## config.mk

```make
export PLATFORM = sky130hd
export DESIGN_NAME = binary_to_decimal_ascii_emitter_unit
export DESIGN_NICKNAME = d
export VERILOG_FILES = /design/src/hdl/bdae_pkg.sv /design/src/hdl/bdae_dabble_core.sv /design/src/hdl/binary_to_decimal_ascii_emitter_unit.sv
export SDC_FILE = /design/constraint.sdc
export NUM_CORES = 1
export LEC_CHECK = 0
export ABC_AREA = 1
export BUFFER_PORTS_ARGS = -buffer_cell sky130_fd_sc_hd__buf_2
export CELL_PAD_IN_SITES_DETAIL_PLACEMENT = 0
export CELL_PAD_IN_SITES_GLOBAL_PLACEMENT = 1
export CORE_MARGIN = 10
export CORE_UTILIZATION = 32
export DETAILED_ROUTE_END_ITERATION = 12
export PLACE_DENSITY = 0.68
export SLEW_MARGIN = 10
export SYNTH_ARGS = -nofsm -noshare
export SYNTH_HDL_FRONTEND = slang
export SYNTH_HIERARCHICAL = 1
export SYNTH_SLANG_ARGS = --single-unit
```

## constraint.sdc

```tcl
create_clock -name clk -period 2.3 [get_ports clk]
set_input_delay 0.345 -clock clk [delete_from_list [all_inputs] [get_ports clk]]
set_output_delay 0.345 -clock clk [all_outputs]
set_load 0.005 [all_outputs]
```

## src/hdl/bdae_pkg.sv

```systemverilog
// ----------------------------------------------------------------------------
// bdae_pkg - binary to decimal ASCII emitter package
// Sizes, codes and control types shared by the emitter and its conversion core.
// ----------------------------------------------------------------------------
package bdae_pkg;

	localparam int VALUE_BITS   = 32;
	localparam int MAX_DIGITS   = 10;
	localparam int BCD_BITS     = 4 * MAX_DIGITS;
	localparam int BIT_CNT_BITS = $clog2(VALUE_BITS + 1);
	localparam int DIG_CNT_BITS = $clog2(MAX_DIGITS + 1);

	localparam logic [5:0] ASCII_ZERO = 6'd48;

	typedef struct packed {
		logic load;
		logic conv;
		logic shift;
	} dab_ctl_t;

	typedef struct packed {
		logic [3:0] top_digit;
		logic       ovf;
	} dab_sts_t;

endpackage

```

## src/hdl/bdae_dabble_core.sv

```systemverilog
// ----------------------------------------------------------------------------
// bdae_dabble_core - shift-add-3 conversion core
// Holds the binary and BCD words; one add-3/shift step per conv cycle, then
// shifts BCD digits out from the top one per shift cycle.
// ----------------------------------------------------------------------------
module bdae_dabble_core (
	input  logic                clk,
	input  logic                arst_n,
	input  bdae_pkg::dab_ctl_t  ctl,
	input  logic [31:0]         value,
	output bdae_pkg::dab_sts_t  sts
);

	logic [bdae_pkg::VALUE_BITS-1:0] bin_q;
	logic [bdae_pkg::BCD_BITS-1:0]   bcd_q;
	logic [bdae_pkg::BCD_BITS-1:0]   adj;
	logic                            ovf_q;

	always_comb begin
		adj = bcd_q;
		for (int i = 0; i < bdae_pkg::MAX_DIGITS; i++) begin
			if (bcd_q[4*i +: 4] >= 4'd5) begin
				adj[4*i +: 4] = bcd_q[4*i +: 4] + 4'd3;
			end
		end
	end

	always_ff @(posedge clk) begin
		if (ctl.load) begin
			bin_q <= bdae_pkg::VALUE_BITS'(value);
			bcd_q <= '0;
		end else if (ctl.conv) begin
			bin_q <= {bin_q[bdae_pkg::VALUE_BITS-2:0], 1'b0};
			bcd_q <= {adj[bdae_pkg::BCD_BITS-2:0], bin_q[bdae_pkg::VALUE_BITS-1]};
		end else if (ctl.shift) begin
			bcd_q <= {bcd_q[bdae_pkg::BCD_BITS-5:0], 4'b0000};
		end
	end

	// sticky: a carry out of the top digit means the value was truncated
	always_ff @(posedge clk or negedge arst_n) begin
		if (!arst_n) begin
			ovf_q <= 1'b0;
		end else if (ctl.load) begin
			ovf_q <= 1'b0;
		end else if (ctl.conv && adj[bdae_pkg::BCD_BITS-1]) begin
			ovf_q <= 1'b1;
		end
	end

	assign sts.top_digit = bcd_q[bdae_pkg::BCD_BITS-1 -: 4];
	assign sts.ovf       = ovf_q;

endmodule

```

## src/hdl/binary_to_decimal_ascii_emitter_unit.sv

```systemverilog
// ----------------------------------------------------------------------------
// binary_to_decimal_ascii_emitter_unit - decimal ASCII digit emitter
// Converts an unsigned binary word to ASCII decimal digits, MSD first.
// ----------------------------------------------------------------------------
// A word is taken when start is high and busy is low. The conversion core
// then runs one shift-add-3 step per cycle, one for each of the VALUE_BITS
// (32) input bits, after which the sequencer walks the MAX_DIGITS (10) BCD
// digits from the top, one per cycle: leading zeros are dropped silently,
// every other digit is put on digit_char with strobe high for exactly one
// cycle, and last_digit marks the final one. The last word is on the ports
// in the same cycle that busy drops. Zero gives a single '0'. The receiver
// cannot stall: each word must be captured while strobe is high.
// ----------------------------------------------------------------------------
module binary_to_decimal_ascii_emitter_unit (
	input  logic        clk,
	input  logic        arst_n,
	input  logic        start,
	input  logic [31:0] value,
	output logic        busy,
	output logic        strobe,
	output logic [5:0]  digit_char,
	output logic        last_digit
);

	localparam logic [1:0] ST_IDLE = 2'd0;
	localparam logic [1:0] ST_CONV = 2'd1;
	localparam logic [1:0] ST_EMIT = 2'd2;

	logic [1:0]                        state_q;
	logic [bdae_pkg::BIT_CNT_BITS-1:0] bit_cnt_q;
	logic [bdae_pkg::DIG_CNT_BITS-1:0] dig_cnt_q;
	logic                              started_q;
	logic                              strobe_q;
	logic [5:0]                        digit_char_q;
	logic                              last_digit_q;

	bdae_pkg::dab_ctl_t ctl;
	bdae_pkg::dab_sts_t sts;
	logic               accept;
	logic               is_last;
	logic               emit_now;

	assign accept   = start && (state_q == ST_IDLE);
	assign is_last  = (dig_cnt_q == bdae_pkg::DIG_CNT_BITS'(1));
	assign emit_now = started_q || sts.ovf || (sts.top_digit != 4'd0) || is_last;

	assign ctl.load  = accept;
	assign ctl.conv  = (state_q == ST_CONV);
	assign ctl.shift = (state_q == ST_EMIT);

	bdae_dabble_core u_core (
		.clk    (clk),
		.arst_n (arst_n),
		.ctl    (ctl),
		.value  (value),
		.sts    (sts)
	);

	always_ff @(posedge clk or negedge arst_n) begin
		if (!arst_n) begin
			state_q   <= ST_IDLE;
			bit_cnt_q <= '0;
			dig_cnt_q <= '0;
			started_q <= 1'b0;
			strobe_q  <= 1'b0;
		end else begin
			strobe_q <= 1'b0;
			case (state_q)
				ST_IDLE: begin
					if (accept) begin
						state_q   <= ST_CONV;
						bit_cnt_q <= bdae_pkg::BIT_CNT_BITS'(bdae_pkg::VALUE_BITS);
						started_q <= 1'b0;
					end
				end
				ST_CONV: begin
					bit_cnt_q <= bit_cnt_q - 1'b1;
					if (bit_cnt_q == bdae_pkg::BIT_CNT_BITS'(1)) begin
						state_q   <= ST_EMIT;
						dig_cnt_q <= bdae_pkg::DIG_CNT_BITS'(bdae_pkg::MAX_DIGITS);
					end
				end
				ST_EMIT: begin
					dig_cnt_q <= dig_cnt_q - 1'b1;
					if (emit_now) begin
						strobe_q  <= 1'b1;
						started_q <= 1'b1;
					end
					if (is_last) begin
						state_q <= ST_IDLE;
					end
				end
				default: begin
					state_q <= ST_IDLE;
				end
			endcase
		end
	end

	always_ff @(posedge clk) begin
		if (state_q == ST_EMIT && emit_now) begin
			digit_char_q <= bdae_pkg::ASCII_ZERO + {2'b00, sts.top_digit};
			last_digit_q <= is_last;
		end
	end

	assign busy       = (state_q != ST_IDLE);
	assign strobe     = strobe_q;
	assign digit_char = digit_char_q;
	assign last_digit = last_digit_q;

`ifndef NO_ASSERTIONS
	a_last_ends_run: assert property (@(posedge clk) disable iff (!arst_n)
		strobe && last_digit |=> !strobe)
		else $error("word after last digit");

	a_accept_busy: assert property (@(posedge clk) disable iff (!arst_n)
		start && !busy |=> busy)
		else $error("accepted word did not raise busy");

	a_digit_range: assert property (@(posedge clk) disable iff (!arst_n)
		strobe |-> (digit_char >= 6'd48) && (digit_char <= 6'd57))
		else $error("digit out of range");

	a_strobe_from_emit: assert property (@(posedge clk) disable iff (!arst_n)
		strobe |-> $past(busy))
		else $error("strobe without work");
`endif

endmodule
```

==> results of run 1 <==
layout by cell type, fill, tap and decap left out, drive strengths merged, types with 10 or more instances in the layout:
master / netlist / final
nand2: 204 / 204
inv: 94 / 96
o21ai: 71 / 71
buf: 18 / 49
a21oi: 45 / 45
nand3: 45 / 45
dfxtp: 40 / 40
edfxtp: 37 / 37
ha: 24 / 24
nor2: 24 / 24
dfrtp: 15 / 15
xor2: 13 / 13
clkbuf: 12 / 10
power groups by stage:
stage               combinational (mW)  sequential (mW)  clock, mW
CTS                               4.03             3.19       1.58
floorplan                         3.29             3.06          0
detailed placement                4.02             3.22          0
global placement                  3.93             3.20          0
finish                            3.99             3.19       1.52
global route                      4.73             3.30       1.63
sequential cells by signal (all words and copies together) (netlist names):
register,count
started_q,1
last_digit,1
digit_char,4
u_core/ovf_q,1
u_core/bcd_q,40
strobe,1
dig_cnt_q,4
u_core/bin_q,32
state_q,2
bit_cnt_q,6
layout make-up:
class,count,area [um^2],share of cell area
well taps,211,264,0.0458
inverters,95,362,0.0627
repair buffers,50,275,0.0477
clock buffers,10,229,0.0397
flip-flops and latches,92,2290,0.397
multi-input cells,449,2280,0.395
clock inverters,6,72.6,0.0126
final timing paths:
| check | depth (start not counted) | end | start | slack [ns] |
|---|---|---|---|---|
| hold reg to reg | 2 | u_core/bcd_q[1]$_SDFFE_PP0P_ | u_core/bcd_q[1]$_SDFFE_PP0P_ | 0.48 |
| setup reg to reg | 8 | u_core/bcd_q[38]$_SDFFE_PP0P_ | state_q[0]$_DFFE_PN0P_ | 0.51 |
| max in group asynchronous | 2 | bit_cnt_q[3]$_DFFE_PN0P_ | arst_n | 1.60 |
| hold / removal | 3 | u_core/bin_q[0]$_SDFFCE_PN0P_ | value[0] | 0.26 |
| setup / recovery | 8 | u_core/bcd_q[38]$_SDFFE_PP0P_ | state_q[0]$_DFFE_PN0P_ | 0.51 |
| min in group asynchronous | 2 | dig_cnt_q[0]$_DFFE_PN0P_ | arst_n | 0.44 |
worst reg2reg max path, stage by stage (launching register included):
cell      delay [ns]
dfrtp_1         0.45
nand2_4         0.14
clkinv_4        0.15
inv_2           0.23
nand2_2         0.10
inv_2           0.36
a21oi_1         0.12
o21ai_0         0.08
inv_1           0.05
kinds of logic (layout without fill, tap and decap cells):
kind of cell    Yosys count  count (layout)  synth area share
fa+ha+maj                24              24            0.0591
xor+xnor                 13              13            0.0224
buf+inv                 125             161             0.102
other cells               1               2          0.000738
compound gates          128             128             0.131
simple gates            282             282             0.234
flops                    92              92             0.450
what timing repair did:
| item | in CTS | in global routing |
|---|---|---|
| buffers inserted | 0 | 0 |
| setup endpoints to repair | 0 | 0 |
| hold buffers | 1 | 0 |
| endpoints found under the hold margin | 15 | 0 |
| gates resized for setup | 0 | 0 |
per-layer routing:
metal	up-vias	wire, um
li1	2208	-
met1	1878	5560
met2	61	5240
met3	13	400
met4	0	167
met5	-	0
==> Flow_metrics.wiki, run 1 <==
{| class="wikitable"
! Metric !! Value
|-
| Status || finished, final reports clean
|-
| Most used routing layer in global routing || met2
|-
| Power Total || 8.69 mW
|-
| Final setup violation count || 0
|-
| Main synth FF type || dfxtp_1
|-
| Iteration-0 DRC count of the detailed router || 186
|-
| Fill cell total of the finished layout || 1591
|-
| Total via count in the routed design || 4160
|-
| Count of standard-cell rows || 45
|-
| CTS Sinks || 92
|-
| Slew at the pin closest to its max-slew limit || 0.540 ns
|-
| Number of buffers added by the clock tree synthesis step || 9
|-
| Post-synth cell types || 31
|-
| Category of cells accounting for the largest share of critical-path delay || buffers and inverters
|-
| Synth area leader || edfxtp_1
|-
| FF+latch count, synth || 92
|-
| Clock skew after layout || 0.00796 ns
|-
| Type of element capturing the critical path || flip-flop
|-
| Die X-Extent || 146 um
|-
| Cell with the most instances after synthesis || nand2_1
|-
| Placed instance area || 5450 um^2
|-
| Floorplan Core Area || 15400 um^2
|-
| Area share of the largest cell type after synthesis || 0.219
|-
| Die Outline Area || 21300 um^2
|-
| Slowest cell on the critical path || dfrtp_1
|-
| Critical Path RT || 2.54 ns
|-
| Die span in y || 146 um
|-
| Cell area after layout || 5770 um^2
|-
| Total power density per cell area || 1510 nW/um^2
|-
| Commonest cells in the synthesized netlist || nand2_1 (201), inv_1 (86), o21ai_0 (58)
|-
| Post-route minimum period || 1.79 ns
|-
| GR Layer Usage met1 || 0.134
|-
| Vias in the first global route || 4096
|-
| Largest stage delay on the critical path || 0.45 ns
|-
| Met2 usage in global routing || 0.175
|-
| Dpl hpwl || 7.76 mm
|-
| Fraction of power spent switching nets || 0.427
|-
| Worst hold-check slack || 0.255 ns
|-
| Gr ovfl total || 0
|-
| Share of the clock period used by the worst path || 0.777
|-
| Hold Path Class || primary input to flip-flop
|-
| Setup CP Type || flip-flop to flip-flop
|-
| Boundary Pins || 44
|-
| Number of warnings printed during yosys synthesis || 6
|-
| Buffer depth of the longest clock path || 2
|-
| Register clock-pin slew on the reported worst setup and hold paths || 0.07 ns
|-
| Number of antenna violations at the first check in global routing || 0
|-
| Setup repair after global routing missed its margin || no
|-
| Combinational power share || 0.458
|-
| Share of total power in the clock network || 0.175
|-
| Number of enable-type register cells in the synthesized netlist || 37
|-
| Effective utilization at floorplan || 0.330
|-
| Maximum fanout along the worst path || 19
|-
| Remaining design rule violation count || 0
|-
| Launching element type of the critical path || flip-flop
|-
| Via count normalized by instance count || 4.56
|-
| Pins Over Slew Limit || 0
|-
| Maximum vdd ir drop || 0.606 mV
|-
| Number of port buffers || 41
|-
| Bufs and invs on worst path || 4
|-
| Final weighted congestion in routability-driven placement || 0.759
|-
| Cell total after placement || 896
|-
| Register area share after synthesis || 0.450
|-
| Most used cell, CP || inv_2
|-
| Detailed-route wire length per cell || 12.5 um
|-
| Static leakage power || 2.82 nW
|-
| Top cells by area, synth || edfxtp_1 (22%), dfxtp_1 (16%), nand2_1 (15%)
|-
| Post-Synthesis Mean Instance Area || 7.64 um^2
|-
| Endpoint arrival time on the critical path || 2.03 ns
|-
| Synthesized netlist cell count || 665
|-
| CTS tree || yes
|-
| Clock network latency to the later pin of the worst-skew pair || 0.35 ns
|-
| Total of max-cap violations || 0
|-
| Share of synthesized registers carrying an async set or reset || 0.163
|-
| Pin count of the biggest net entering global routing || 49
|-
| Layout Utilization || 0.375
|-
| Net load switching power || 3.71 mW
|-
| Total Wirelength || 11.4 mm
|-
| Timing-limited maximum frequency || 560 MHz
|-
| Final net count || 756
|-
| CTS Root Cell || clkbuf_16
|-
| Number of non-filler instances in the completed layout || 913
|-
| Internal power || 4.98 mW
|-
| Slew margin rel. || 0.640
|-
| Cell breakdown of the critical path || nand2_4, clkinv_4, inv_2, nand2_2, inv_2, a21oi_1, o21ai_0, inv_1
|-
| Count of inserted antenna diode cells || 0
|-
| Global-route wire length before repair || 19.5 mm
|-
| Synthesis-to-layout area growth || 13.5%
|-
| Final hold viol count || 0
|-
| Slack of the critical path || 0.514 ns
|-
| DRT antenna net count || 0
|-
| Flop pwr share || 0.367
|-
| CTS HTree Levels || 3
|-
| Pre-CTS setup slack || 0.509 ns
|-
| GRT met3 Usage || 0.0279
|-
| Final setup TNS || 0 ns
|-
| Global-route usage over all layers || 0.108
|-
| DR pass1 iterations || 4
|-
| Cell Area, Synth || 5080 um^2
|-
| Fraction of final layout cells sized beyond drive strength 1 || 0.114
|}
No activity file was read; power rests on OpenSTA's default activity.
==> inputs of run 2 (changes only) <==
Settings changed: ABC_AREA 1 to 0, PLACE_DENSITY 0.68 to 0.65.
Clock period 2.3 ns to 1.6 ns, I/O delays scaled along.
==> Flow_metrics.wiki, run 2 <==
{| class="wikitable"
! Metric !! Value
|-
| Fraction of power spent switching nets || 0.341
|-
| Buffer depth of the longest clock path || 2
|-
| Clock network latency to the later pin of the worst-skew pair || 0.34 ns
|-
| Detailed route wirelength on metal2 || 5.76 mm
|-
| Static leakage power || 2.73 nW
|-
| Layout Utilization || 0.433
|-
| CTS Root Cell || clkbuf_16
|-
| Share of the synthesized area in compound gates (AO/OA/AOI/OAI) || 0.149
|-
| Remaining design rule violation count || 0
|-
| Internal power || 5.88 mW
|-
| Share of cell area taken by muxes after synthesis || 0.113
|-
| Pins Over Slew Limit || 0
|-
| Launching element type of the critical path || flip-flop
|-
| Top cells by area, synth || edfxtp_1 (22%), dfxtp_1 (16%), mux2_2 (8.1%)
|-
| Combinational power share || 0.348
|-
| Post-synth cell types || 53
|-
| Synth area leader || edfxtp_1
|-
| CTS HTree Levels || 3
|-
| Fraction of final layout cells sized beyond drive strength 1 || 0.351
|-
| Share of the clock period used by the worst path || 1.05
|-
| Setup CP Type || flip-flop to flip-flop
|-
| Vias in the first global route || 3885
|-
| Status || complete, but fails checks
|-
| Setup repair after global routing missed its margin || yes
|-
| Share of total power in the clock network || 0.247
|-
| DR pass1 iterations || 4
|-
| Register clock-pin slew on the reported worst setup and hold paths || 0.06 ns
|-
| Most common library cell in the layout ignoring fill and taps || buf_4
|-
| Register area share after synthesis || 0.456
|-
| Final setup TNS || -1.74 ns
|-
| Number of port buffers || 41
|-
| Start of the worst register-to-register path || state_q[1]$_DFFE_PN0P_
|-
| Count of inserted antenna diode cells || 0
|-
| Post-Synthesis Mean Instance Area || 10.5 um^2
|-
| Pin count of the biggest net entering global routing || 32
|-
| Number of enable-type register cells in the synthesized netlist || 37
|-
| Synthesis-to-layout area growth || 31.6%
|-
| Boundary Pins || 44
|-
| Cell with the most instances after synthesis || dfxtp_1
|-
| Share of synthesized registers carrying an async set or reset || 0.163
|-
| Cell area after layout || 6600 um^2
|-
| Combinational family with the most area after synthesis || compound AO/OA/AOI/OAI gates
|-
| Die X-Extent || 145 um
|-
| Critical Path RT || 1.69 ns
|-
| Cell Area, Synth || 5020 um^2
|-
| Global-route wire length before repair || 19.7 mm
|-
| Floorplan Core Area || 15300 um^2
|-
| Worst reg2reg setup slack || -0.08 ns
|-
| Worst r2r path cells || 4
|-
| Final hold viol count || 0
|-
| Hold Path Class || primary input to flip-flop
|-
| Dpl hpwl || 8.25 mm
|-
| Detailed-route wire length per cell || 15.4 um
|-
| Final weighted congestion in routability-driven placement || 0.758
|-
| Synthesized netlist cell count || 476
|-
| Reg2Reg Capture Point || u_core/bin_q[20]$_DFFE_PP_
|-
| Number of instances on the worst hold path || 2
|-
| FF+latch count, synth || 92
|-
| CTS Sinks || 92
|-
| Largest registers ranked by flip-flop count || u_core/bcd_q: 40 flops, u_core/bin_q: 32 flops, bit_cnt_q: 6 flops
|-
| Iteration-0 DRC count of the detailed router || 281
|-
| Final setup violation count || 47
|-
| Commonest cells in the synthesized netlist || dfxtp_1 (40), edfxtp_1 (37), mux2_2 (36)
|-
| Detail Route met3 WL || 349 um
|-
| Net load switching power || 3.04 mW
|-
| Number of antenna violations at the first check in global routing || 0
|-
| CTS tree || yes
|-
| Simple logic cell fraction of the synthesized area || 0.149
|-
| Area share of the largest cell type after synthesis || 0.221
|-
| Worst hold path startpoint || value[0]
|-
| Violated checks || setup timing
|-
| Maximum fanout along the worst path || 9
|-
| Worst Hold Path EP || u_core/bin_q[0]$_SDFFCE_PN0P_
|-
| Met1 wire length || 5.71 mm
|-
| Die Outline Area || 21100 um^2
|-
| Placed instance area || 5830 um^2
|-
| Most frequent cells in the layout || buf_4 (42), buf_2 (41), edfxtp_1 (37), dfxtp_1 (35), inv_1 (28)
|-
| Via count normalized by instance count || 5.01
|-
| Flop pwr share || 0.405
|-
| Global-route usage over all layers || 0.111
|-
| Final net count || 621
|-
| Total via count in the routed design || 3896
|-
| DRT antenna net count || 0
|-
| Register with the most flip-flops || u_core/bcd_q
|-
| Clock skew after layout || 0.00572 ns
|-
| Worst hold-check slack || 0.186 ns
|-
| Post-Synth Adder-Cell Area || 0.0598
|-
| Die span in y || 145 um
|-
| Type of element capturing the critical path || flip-flop
|-
| Gr ovfl total || 0
|-
| Total power density per cell area || 1350 nW/um^2
|-
| Top routing layer in use || met4
|-
| Number of warnings printed during yosys synthesis || 6
|-
| Total of max-cap violations || 0
|-
| Slack of the critical path || -0.0810 ns
|-
| Effective utilization at floorplan || 0.329
|-
| Main synth FF type || dfxtp_1
|-
| Maximum vdd ir drop || 0.602 mV
|-
| Xor and xnor area share after synthesis || 0.00524
|-
| Flip-flop count of the largest register, all copies and words added || 40
|-
| Total Wirelength || 12.0 mm
|-
| Count of standard-cell rows || 45
|-
| Endpoint arrival time on the critical path || 1.77 ns
|-
| Post-route minimum period || 1.68 ns
|-
| Number of buffers added by the clock tree synthesis step || 9
|-
| Power Total || 8.92 mW
|-
| Timing-limited maximum frequency || 595 MHz
|}
run 2: cell type report:
cell class	instances	area, um^2
Fill cell	1439	8660
Multi-Input combinational cell	318	2640
Sequential cell	92	2290
Timing Repair Buffer	109	951
Clock buffer	13	264
Tap cell	211	264
Inverter	32	145
Clock inverter	3	43.8
run 2: how the worst max path moves through the flow:
stage	start	end	slack [ns]	cells after the start
2_1_floorplan	state_q[0]$_DFFE_PN0P_	u_core/bin_q[10]$_DFFE_PP_	-0.23	7
3_3_place_gp	state_q[1]$_DFFE_PN0P_	u_core/bin_q[24]$_DFFE_PP_	-0.08	4
4_1_cts	state_q[1]$_DFFE_PN0P_	u_core/bin_q[13]$_DFFE_PP_	-0.07	4
5_1_grt	state_q[0]$_DFFE_PN0P_	u_core/bin_q[20]$_DFFE_PP_	-0.12	4
6_report	state_q[1]$_DFFE_PN0P_	u_core/bin_q[20]$_DFFE_PP_	-0.08	4
3_5_place_dp	state_q[1]$_DFFE_PN0P_	u_core/bin_q[13]$_DFFE_PP_	-0.09	4
run 2: power groups by stage:
stage	registers (mW)	clock network, mW	logic, mW
after floorplan	3.43	0	2.34
after global placement	3.60	0	2.89
after detailed placement	3.61	0	2.96
after CTS	3.56	2.29	2.99
after global routing	3.71	2.38	3.56
final	3.61	2.21	3.10
run 2: stage by stage:
step,setup WS (ns),std cells
final,-0.0810,778
after global routing,-0.120,778
after CTS,-0.0724,773
after detailed placement,-0.0927,752
after global placement,-0.0754,752
after floorplan,-0.233,477
run 2: repair_timing:
action	4_1_cts	5_1_grt
pin swaps	0	1
endpoints found under the setup margin	98	101
endpoints found under the hold margin	15	0
resized for setup	25	61
buffers inserted	3	3
hold buffers	1	0
cloned	1	4
run 2: layer usage:
metal	GRT usage	vias to the layer above
li1	-	1935
met1	0.143	1906
met2	0.181	45
met3	0.0270	10
met4	0.0313	0
met5	0	-
run 2: critical path: stages (launching register included):
cell,delay [ns]
dfrtp_1,0.39
or3b_4,0.44
clkinv_8,0.12
buf_12,0.14
mux2_2,0.34
run 2: cells by family after synthesis:
logic type               after synthesis
XOR/XNOR                               3
AO/OA/AOI/OAI                        112
buffers and inverters                 67
other                                  1
adder cells (fa/ha/maj)               24
flip-flops                            92
multiplexers                          52
AND/OR/NAND/NOR                      125
